--- src/rtl/core/ptrm_pkg.sv ---
// Shared types, codes and page geometry helpers for the page table range mapper.
`default_nettype none

package ptrm_pkg;

  localparam int VW = 50;
  localparam int PW = 53;

  typedef logic [PW-1:0] alu_word_t;
  typedef logic [PW:0]   alu_res_t;

  localparam logic [2:0] ST_OK          = 3'd0;
  localparam logic [2:0] ST_REMAP       = 3'd1;
  localparam logic [2:0] ST_NO_TABLE    = 3'd2;
  localparam logic [2:0] ST_BAD_DESCENT = 3'd3;
  localparam logic [2:0] ST_OVERFLOW    = 3'd4;

  localparam logic [63:0] CLEAR_WORD       = 64'h102;
  localparam logic [11:0] TABLE_FLAGS      = 12'h103;
  localparam logic [11:0] SMALL_LEAF_FLAGS = 12'h103;
  localparam logic [11:0] LARGE_LEAF_FLAGS = 12'h183;
  localparam int          PRESENT_POS      = 0;
  localparam int          PS_POS           = 7;

  function automatic alu_word_t level_span(input logic [1:0] lvl);
    alu_word_t s;
    case (lvl)
      2'd2:    s = alu_word_t'(1) << 21;
      2'd3:    s = alu_word_t'(1) << 30;
      default: s = alu_word_t'(1) << 12;
    endcase
    return s;
  endfunction

  function automatic alu_word_t level_offset_mask(input logic [1:0] lvl);
    alu_word_t m;
    case (lvl)
      2'd2:    m = {{(PW-21){1'b0}}, {21{1'b1}}};
      2'd3:    m = {{(PW-30){1'b0}}, {30{1'b1}}};
      default: m = {{(PW-12){1'b0}}, {12{1'b1}}};
    endcase
    return m;
  endfunction

  function automatic logic [8:0] level_index(input logic [VW-1:0] v, input logic [2:0] lv);
    logic [8:0] ix;
    case (lv)
      3'd4:    ix = v[47:39];
      3'd3:    ix = v[38:30];
      3'd2:    ix = v[29:21];
      default: ix = v[20:12];
    endcase
    return ix;
  endfunction

endpackage

`default_nettype wire

--- src/rtl/core/ptrm_alu.sv ---
// Shared add/subtract unit used for alignment, allocation, descent and stepping.
`default_nettype none

module ptrm_alu import ptrm_pkg::*; (
  input  wire alu_word_t opa,
  input  wire alu_word_t opb,
  input  wire logic      sub,
  output      alu_res_t  res
);

  // top bit is carry on add, borrow on subtract
  assign res = sub ? ({1'b0, opa} - {1'b0, opb}) : ({1'b0, opa} + {1'b0, opb});

endmodule

`default_nettype wire

--- config.mk ---
export PLATFORM = sky130hd
export DESIGN_NAME = ptrm_alu
export DESIGN_NICKNAME = d
export VERILOG_FILES = /design/src/rtl/core/ptrm_pkg.sv /design/src/rtl/core/ptrm_alu.sv
export SDC_FILE = /design/constraint.sdc
export NUM_CORES = 1
export LEC_CHECK = 0
export BUFFER_PORTS_ARGS = -buffer_cell sky130_fd_sc_hd__buf_2
export CAP_MARGIN = 20
export CORE_MARGIN = 2
export CORE_UTILIZATION = 40
export DETAILED_ROUTE_END_ITERATION = 16
export GPL_ROUTABILITY_DRIVEN = 1
export GPL_TIMING_DRIVEN = 0
export PLACE_DENSITY = 0.79
export SLEW_MARGIN = 40
export SYNTH_ARGS = -nofsm -noshare
export SYNTH_HDL_FRONTEND = slang
export SYNTH_SLANG_ARGS = --single-unit
--- constraint.sdc ---
create_clock -name vclk -period 13.4
set_input_delay 1.34 -clock vclk [all_inputs]
set_output_delay 1.34 -clock vclk [all_outputs]
set_load 0.01 [all_outputs]
# Word level (Yosys, flattened, before mapping)
# Index checks and enable logic that the tools add are counted.
dict set report word_totals {
  out_inout_bits 54
  word_cells 3
  inputBits 107
  register_bits 0
}
dict set report op_classes {
  muxes 1
  n_addsub 2
}
# op n
set ops {}
lappend ops {{$add 53x53->54} 1}
lappend ops {{$mux 54} 1}
lappend ops {{$sub 53x53->54} 1}

# Depth between registers and ports, before layout
# Gate-level depths: netlist (run 1).
dict set report depth {
  ltp_word 2
  mapped_depth 18
  depth_no_buf 18
}

# Worst setup path before layout (run 1)
# Ideal clock, no wire load.
dict set report synth_timing {
  kind {input-to-output}
  start {input port opb[13]}
  end {output port res[53]}
  t_required_ps 12060
  stages 18
  arrival_time_ps 5102
  path_buffers 1
  slack_ps 6958
  path_cell_list {or4_4 nor4_4 nand3_1 nor3_2 and3_1 and2_1 a21oi_1 xnor2_1 ha_1 clkbuf_1 a21o_1 a21o_1 a21oi_1 o21ai_1 a221o_1 or2_4 o41ai_1 nor3_2}
}
dict set report synth_between {
  elab_chain_cells 2
  word_cells_on_any_way 3
  cone_classes {add/sub: 2; mux: 1}
}
# item line_no
set synth_rtl {}
lappend synth_rtl {{start: declaration} ptrm_alu.sv:6} ;# input wire alu_word_t opb,
lappend synth_rtl {{$add 53x53->54 or $sub 53x53->54 (tied branches)} ptrm_alu.sv:12} ;# assign res = sub ? ({1'b0, opa} - {1'b0, opb}) : ({1'b0, opa} + {1'b0, opb});
lappend synth_rtl {{$mux 54 (*)} ptrm_alu.sv:12}
lappend synth_rtl {{end: declaration} ptrm_alu.sv:8} ;# output alu_res_t res
# Every way passes the cells marked *; elsewhere a longest branch is shown, timed or not.

# Worst setup path in the final report (run 1)
dict set report layout_timing {
  start {input port opb[5]}
  end {output port res[49]}
}
# The elaborated chain is that of the path after synthesis.

==> run summary, run 1 <==
DR vias/cell = 5.66
Met3 usage = 0.0163
Number of port buffers = 160
Final hold viol count = 0
Cell with the most instances after synthesis = a21oi_1
Register area share after synthesis = 0
Outcome = complete, no violations
Worst setup path endpoint = res[49]
Remaining global-route overflow = 0
Arrival time worst endpoint = 6.12 ns
CP Launch Type = primary input
Row count = 38
Reg area = 0 sq um
Synth cell count leaders = 81 x a21oi_1, 73 x xnor2_1, 66 x nor2_1
First-pass GRT wire length = 22,400 um
Layout cells sized above 1 = 0.223
# IOs = 161
P&R area growth vs syn = 22.4%
Met2 Use GR = 0.393
Nets@finish = 983
Pwr dens = 71.4 nW/um^2
RSZ-0062 raised after global routing = no
Initial Utilization = 0.406
Yosys top cell area share = 0.155
Slew Limit Fails = 0
Final Cycle Share = 0.557
Placed Area = 5340 sq um
Post_cts resized = 0
Largest net degree at the start of global routing = 11
Final setup fails = 0
Syn Nets = 821
Pleak = 2.54 nW
Yosys warning total = 0
Vias in the first global route = 4,894
Hold Startpoint = opb[0]
HP Class = in2out
Max Fclk = 134 MHz
Seq cells = 0
Cell area after synthesis = 4360 sq um
Most used routing layer = met2
WS Path Type = in2out
Worst vdd ir = 0.0331 mV
Hpwl dp = 12,200 um
WL final = 14,200 um
Layout clock buffer count = 0
Initial antenna violation count = 1
Worst-margin pin slew = 0.691 ns
CP Max Fanout = 8
Floorplan core area = 10,700 sq um
Worst Path Required = 12.06 ns
Max cap viols = 0
DR pass1 iterations = 5
Filler Cells Inserted = 1,158
Total die area = 11,800 sq um
Setup crit start = opb[5]
GRT Total Usage = 0.230
Setup crit end kind = primary output
Leading area contributor after synthesis = ha_1
Die X = 108 um
Met1 GRT Util = 0.320
Largest cells by area after synthesis = ha_1 15%, xnor2_1 15%, a21oi_1 9.3%, a21o_1 6.7%, nor2_1 5.7%
Synthesized netlist cell count = 659
Routed len/inst = 14.8 um
TNS Setup = 0 ns
Setup repair bufs after CTS = 0
Antenna Cells = 0
Syn Area/Cell = 6.62 sq um
Cts hold-fix bufs = 0
Via count = 5,427
Die height = 108 um
Min Tclk post-route = 7.46 ns
Max transition margin = 0.539
# DRC = 0
Iteration-0 DRC Markers = 348
Yosys cell types = 63
Final Cell Area = 5340 sq um
DRT antenna net count = 0
Routability congestion estimate = 0.940
[critical path: stages]
cell	delay, ns
buf_2	0.12
nor4_1	0.51
nand2_1	0.27
nor2_1	0.38
and2_2	0.26
a21oi_1	0.09
xnor2_1	0.18
ha_1	0.28
clkbuf_1	0.30
nand2_1	0.17
nor4_1	0.46
nand2_1	0.13
a311oi_1	0.36
a211o_1	0.22
o211a_1	0.25
o21ai_1	0.13
and4b_1	0.23
a311oi_1	0.27
buf_2	0.19
[logic make-up (layout without fill, tap and decap cells)]
family	count (synthesis)	after routing	synth area share
compound gates	226	226	0.329
simple gates	220	220	0.257
xor+xnor	98	98	0.197
buf+inv	57	217	0.0510
fa+ha+maj	55	55	0.159
mux	3	3	0.00717
[cell type report]
cell class,count,area (sq um),share of cell area
multi-input cells,602,4140,0.776
repair buffers,160,801,0.150
well taps,140,175,0.0328
plain buffers,32,129,0.0241
inverters,25,93.8,0.0176
[power breakdown]
group          leakage, nW  switching, mW  internal (mW)  total, mW
Clock                    0              0              0          0
Sequential               0              0              0          0
Combinational         2.54          0.221          0.160      0.381
[how the worst min path moves through the flow]
stage / endpoint / cells after the start
detailed placement: res[0] / 4
CTS: res[0] / 4
finish: res[0] / 4
global route: res[0] / 4
global placement: res[0] / 4
floorplan: res[0] / 2
[per-stage QoR]
step	cells	power (mW)	hold slack, ns	util	worst slack (ns)
after CTS	959	0.379	3.07	0.497	6.05
after global placement	959	0.376	3.07	0.497	6.10
final	959	0.381	3.07	0.497	5.94
after global routing	959	0.422	3.10	0.497	5.58
after floorplan	659	0.256	2.83	-	6.96
after detailed placement	959	0.377	3.07	0.497	6.05
[placed cells by master (no fill, tap or decap), drive strengths merged, types with 2 or more instances in the layout]
| cell | count |
|---|---|
| a211oi | 3 |
| a21o | 39 |
| a21oi | 83 |
| a221o | 2 |
| a221oi | 3 |
| a311oi | 3 |
| a31o | 3 |
| a31oi | 16 |
| a41oi | 4 |
| and2 | 6 |
| and3 | 8 |
| buf | 163 |
| clkbuf | 29 |
| ha | 54 |
| inv | 25 |
| mux2i | 2 |
| nand2 | 50 |
| nand2b | 2 |
| nand3 | 14 |
| nand4 | 19 |
| nor2 | 66 |
| nor2b | 6 |
| nor3 | 23 |
| nor3b | 2 |
| nor4 | 9 |
| o211ai | 2 |
| o21a | 7 |
| o21ai | 41 |
| o21bai | 10 |
| o31ai | 2 |
| or2 | 2 |
| or3 | 6 |
| or4 | 3 |
| xnor2 | 73 |
| xor2 | 25 |
[routing by layer]
metal  wire length [um]  up-vias
met5                  0        -
met4                237        0
met3               1010       22
met2               6490      213
met1               6470     2468
li1                   -     2724
No activity file was read; power rests on OpenSTA's default activity.
==> run 2: changes to the inputs <==
- ABC_AREA: unset -> 1
- PLACE_DENSITY: 0.79 -> 0.74
- clock period: 13.4 -> 7.3 ns (I/O delays scaled with it)
==> run 2 against run 1 <==
Utilization decreased by 2.1 points. First-iteration DRC count up 45%. Critical path depth up 5. Largest cell class unchanged. Highest routed layer unchanged.
==> run summary, run 2 <==
Outcome = complete, no violations
Yosys warning total = 0
Cts hold-fix bufs = 0
# IOs = 161
Clock share of power = 0
Most frequent cells in the layout = 567 x nand2_1, 307 x inv_1, 162 x buf_2
CP Launch Type = primary input
Floorplan core area = 16,600 sq um
Largest cells by area after synthesis = nand2_1 31%, inv_1 17%, ha_1 9.9%, nor2_1 8.8%, xor2_1 7.6%
Arrival time worst endpoint = 4.15 ns
Fin worst setup slack = 2.42 ns
Worst-margin pin slew = 0.617 ns
Routability congestion estimate = 0.999
DR pass1 iterations = 6
Yosys cell types = 35
Post_cts resized = 0
Yosys top cell area share = 0.313
GRT Total Usage = 0.276
Routed len/inst = 14.0 um
DRT antenna net count = 0
Final Cycle Share = 0.669
Seq cells = 0
Synthesized netlist cell count = 1,433
Post-layout util = 0.475
Vias in the first global route = 8,155
Combinational power share = 1.000
Setup repair bufs after CTS = 0
DR vias/cell = 4.91
HP Class = in2out
Iteration-0 DRC Markers = 503
CP Max Fanout = 6
Slew Limit Fails = 0
Final setup fails = 0
Pleak = 4.89 nW
Row count = 47
Filler Cells Inserted = 1,975
Nets@finish = 1,758
Worst vdd ir = 0.0438 mV
Worst Path Required = 6.57 ns
Number of port buffers = 161
Layout cells sized above 1 = 0.141
Dpl ws = 2.47 ns
Most common cell after layout, fill and taps aside = nand2_1
RSZ-0062 raised after global routing = no
Min Tclk post-route = 4.88 ns
Psw = 0.525 mW
Reg area = 0 sq um
Via count = 8,908
Register area share after synthesis = 0
Die X = 134 um
WS Path Type = in2out
Max cap viols = 0
Flop pwr share = 0
Total die area = 18,100 sq um
Sw Ratio = 0.653
Layout clock buffer count = 0
Synth cell count leaders = 567 x nand2_1, 307 x inv_1, 160 x nor2_1
Max Fclk = 205 MHz
Remaining global-route overflow = 0
# DRC = 0
Hpwl dp = 23,100 um
Die height = 134 um
P&R area growth vs syn = 15.9%
Syn Area/Cell = 4.75 sq um
Initial antenna violation count = 0
First-pass GRT wire length = 39,400 um
Setup crit end kind = primary output
Internal power = 0.279 mW
Antenna Cells = 0
Leading area contributor after synthesis = nand2_1
Initial Utilization = 0.410
Pwr dens = 102 nW/um^2
Final hold viol count = 0
Max transition margin = 0.589
Cell area after synthesis = 6800 sq um
TNS Setup = 0 ns
Cell with the most instances after synthesis = nand2_1
Largest net degree at the start of global routing = 11
WL final = 25,400 um
Syn Nets = 1,595
==> run 2: cell count changes after synthesis, sizes merged, moves of 9 or more <==
cell / before / now
nand2: 50 / 576
inv: 25 / 312
nor2: 66 / 190
nand3: 14 / 98
xnor2: 73 / 4
a21oi: 83 / 35
a21o: 39 / 1
xor2: 25 / 59
clkbuf: 29 / 5
o21ai: 41 / 20
a31oi: 16 / 0
nor4: 9 / 0
==> run 2: per-layer routing <==
layer / vias up / wire length (um) / global-route usage
li1: 4641 / - / -
met5: - / 0 / 0
met2: 330 / 11000 / 0.457
met4: 0 / 1130 / 0.106
met1: 3883 / 11800 / 0.382
met3: 54 / 1530 / 0.00529
==> run 2: cells by family (layout without fill, tap and decap cells) <==
logic type,count (synthesis),after routing,share of synthesized area
buf+inv,319,480,0.176
simple gates,930,930,0.585
compound gates,66,66,0.0559
xor+xnor,63,63,0.0811
fa+ha+maj,55,55,0.102
==> run 2: per-stage QoR <==
step                      power [mW]  instances  hold slack, ns  instance area (sq um)
final                          0.803       1814            1.82                   7890
after floorplan                0.518       1433            1.61                   6800
after CTS                      0.794       1814            1.82                   7890
after global placement         0.785       1814            1.81                   7890
after global routing           0.892       1814            1.84                   7890
after detailed placement       0.792       1814            1.82                   7890
==> run 2: layout make-up <==
type | count | area [sq um] | area share
Multi-Input combinational cell | 1114 | 5610 | 0.711
Tap cell | 220 | 275 | 0.0349
Inverter | 312 | 1170 | 0.149
Timing Repair Buffer | 161 | 806 | 0.102
Buffer | 7 | 27.5 | 0.00349
==> run 2: power by group through the flow <==
stage / sequential [mW] / combinational (mW) / clock [mW]
6_report: 0 / 0.803 / 0
5_1_grt: 0 / 0.892 / 0
4_1_cts: 0 / 0.794 / 0
3_5_place_dp: 0 / 0.792 / 0
3_3_place_gp: 0 / 0.785 / 0
2_1_floorplan: 0 / 0.518 / 0
==> run 2: worst paths after layout <==
check / start / end / slack, ns / cells past startpoint
min: opb[0] / res[0] / 1.82 / 4
max: opb[1] / res[53] / 2.42 / 24
==> run 2: worst max-delay path: stages <==
cell and delay (ns):
buf_2 0.09, inv_1 0.08, ha_1 0.35, nand2_1 0.11, nor2_2 0.16, inv_2 0.06, nor2_2 0.12, nand3_1 0.14
nand2_1 0.16, nand3_1 0.17, xor2_1 0.21, inv_1 0.08, ha_1 0.37, nand2_1 0.12, inv_1 0.08, nand2_1 0.10
nor3_1 0.32, nand2_1 0.13, nor2_1 0.11, nand2_1 0.08, nand3_1 0.07, nand2_1 0.05, nand2_1 0.09, buf_2 0.15
==> run 3: changes to the inputs <==
- ABC_AREA: 1 -> 0
- PLACE_DENSITY: 0.74 -> 0.79
- clock period: 7.3 -> 4.74 ns (I/O delays scaled with it)
==> run 3 against run 2 <==
Critical path type unchanged. The run now ends with negative setup slack left. First-iteration DRC count is 19% lower. Total power is 63% higher. Via count is 34% lower. Cell count is 45% lower.
==> run summary, run 3 (synthesized netlist as in run 1, its figures left out) <==
Met3 usage = 0.0223
WS Path Type = in2out
First-pass GRT wire length = 24,900 um
Pleak = 2.95 nW
Violated checks = negative setup slack
Most common cell after layout, fill and taps aside = buf_2
Arrival time worst endpoint = 4.58 ns
Pwr dens = 206 nW/um^2
Met1 GRT Util = 0.338
Routability congestion estimate = 0.940
Most used routing layer = met2
Hold Crit Depth = 4
Die X = 108 um
Seq cells = 0
Setup crit end kind = primary output
# IOs = 161
# DRC = 0
Row count = 38
Die height = 108 um
HP Class = in2out
Worst Path Required = 4.27 ns
RSZ-0062 raised after global routing = yes
Reg area = 0 sq um
Floorplan core area = 10,700 sq um
WL final = 16,600 um
P&R area growth vs syn = 46.2%
Final setup fails = 17
Worst vdd ir = 0.128 mV
Total die area = 11,800 sq um
Remaining global-route overflow = 0
Outcome = finished, violations left
Layout clock buffer count = 0
Largest net degree at the start of global routing = 11
CP Max Fanout = 10
DR pass1 iterations = 5
Hpwl dp = 12,200 um
Routed len/inst = 16.7 um
DRT antenna net count = 0
Final hold viol count = 0
Final Cycle Share = 1.07
Antenna Cells = 0
CP Launch Type = primary input
Iteration-0 DRC Markers = 409
Max cap viols = 0
Fin worst setup slack = -0.313 ns
GRT Total Usage = 0.257
Met2 Use GR = 0.449
Via count = 5,839
DR vias/cell = 5.86
Most frequent cells in the layout = 158 x buf_2, 68 x xnor2_1, 64 x a21oi_1
Max transition margin = 0.600
Max Fclk = 198 MHz
Slew Limit Fails = 0
Number of port buffers = 160
Cell count after placement = 959
Worst-margin pin slew = 0.595 ns
Vias in the first global route = 5,344
Initial Utilization = 0.406
Initial antenna violation count = 1
Min Tclk post-route = 5.05 ns
Non-Filler Instances = 996
Nets@finish = 1,020
Dpl ws = -0.881 ns
Layout cells sized above 1 = 0.390
## run 3: cell types whose count changed in the layout (fill, tap and decap cells not counted), moves of 34 or more
cell | previous run | this run
nand2_1 | 567 | 43
inv_1 | 307 | 25
nor2_1 | 160 | 59
nand3_1 | 89 | 13
xnor2_1 | 4 | 68
buf_4 | 0 | 50
a21o_1 | 1 | 39
xor2_1 | 59 | 25
## run 3: layout make-up
type / instances / area, sq um
plain buffers: 10 / 43.8
repair buffers: 219 / 1300
inverters: 25 / 93.8
multi-input cells: 602 / 4760
well taps: 140 / 175
fillers: 1010 / 4370
## run 3: final timing paths
check                    from  endpoint  slack, ns
worst min-delay path   opb[0]    res[0]       1.34
worst max-delay path  opb[18]   res[53]      -0.31
## run 3: repair_timing
item | in CTS | in global routing
pin swaps | 62 | 42
resized for setup | 107 | 44
hold endpoints to repair | 0 | 0
setup buffers | 40 | 19
hold buffers | 0 | 0
endpoints found under the setup margin | 28 | 26
## run 3: metrics by stage
stage	cell area [sq um]	power, mW	setup TNS (ns)	utilization	hold WS [ns]
after global routing	6380	1.42	-5.40	0.594	1.37
after global placement	5340	1.06	-11.57	0.497	1.33
after detailed placement	5340	1.07	-11.17	0.497	1.34
after floorplan	4360	0.724	0	-	1.10
after CTS	6030	1.21	-0.960	0.561	1.34
final	6380	1.31	-2.09	0.594	1.34
## run 3: critical path, stage by stage
cell and delay, ns:
buf_6 0.10, or4_4 0.56, nor4_4 0.28, buf_4 0.18, nand4_4 0.13, nor3_4 0.23, a31oi_1 0.15, xnor2_1 0.26
ha_2 0.42, and2_4 0.20, a221o_1 0.32, a31oi_2 0.19, o21ai_1 0.08, a221o_1 0.32, or2_4 0.26, o41ai_4 0.22
nor3_2 0.07, buf_2 0.14
## run 3: report_power, final
part	internal (mW)	switching, mW
Clock	0	0
Sequential	0	0
Combinational	0.584	0.728
## run 3: per-layer routing
metal / part of all wire / up-vias
li1: - / 2806
met1: 0.43 / 2718
met2: 0.47 / 269
met3: 0.067 / 46
met4: 0.032 / 0
met5: 0 / -
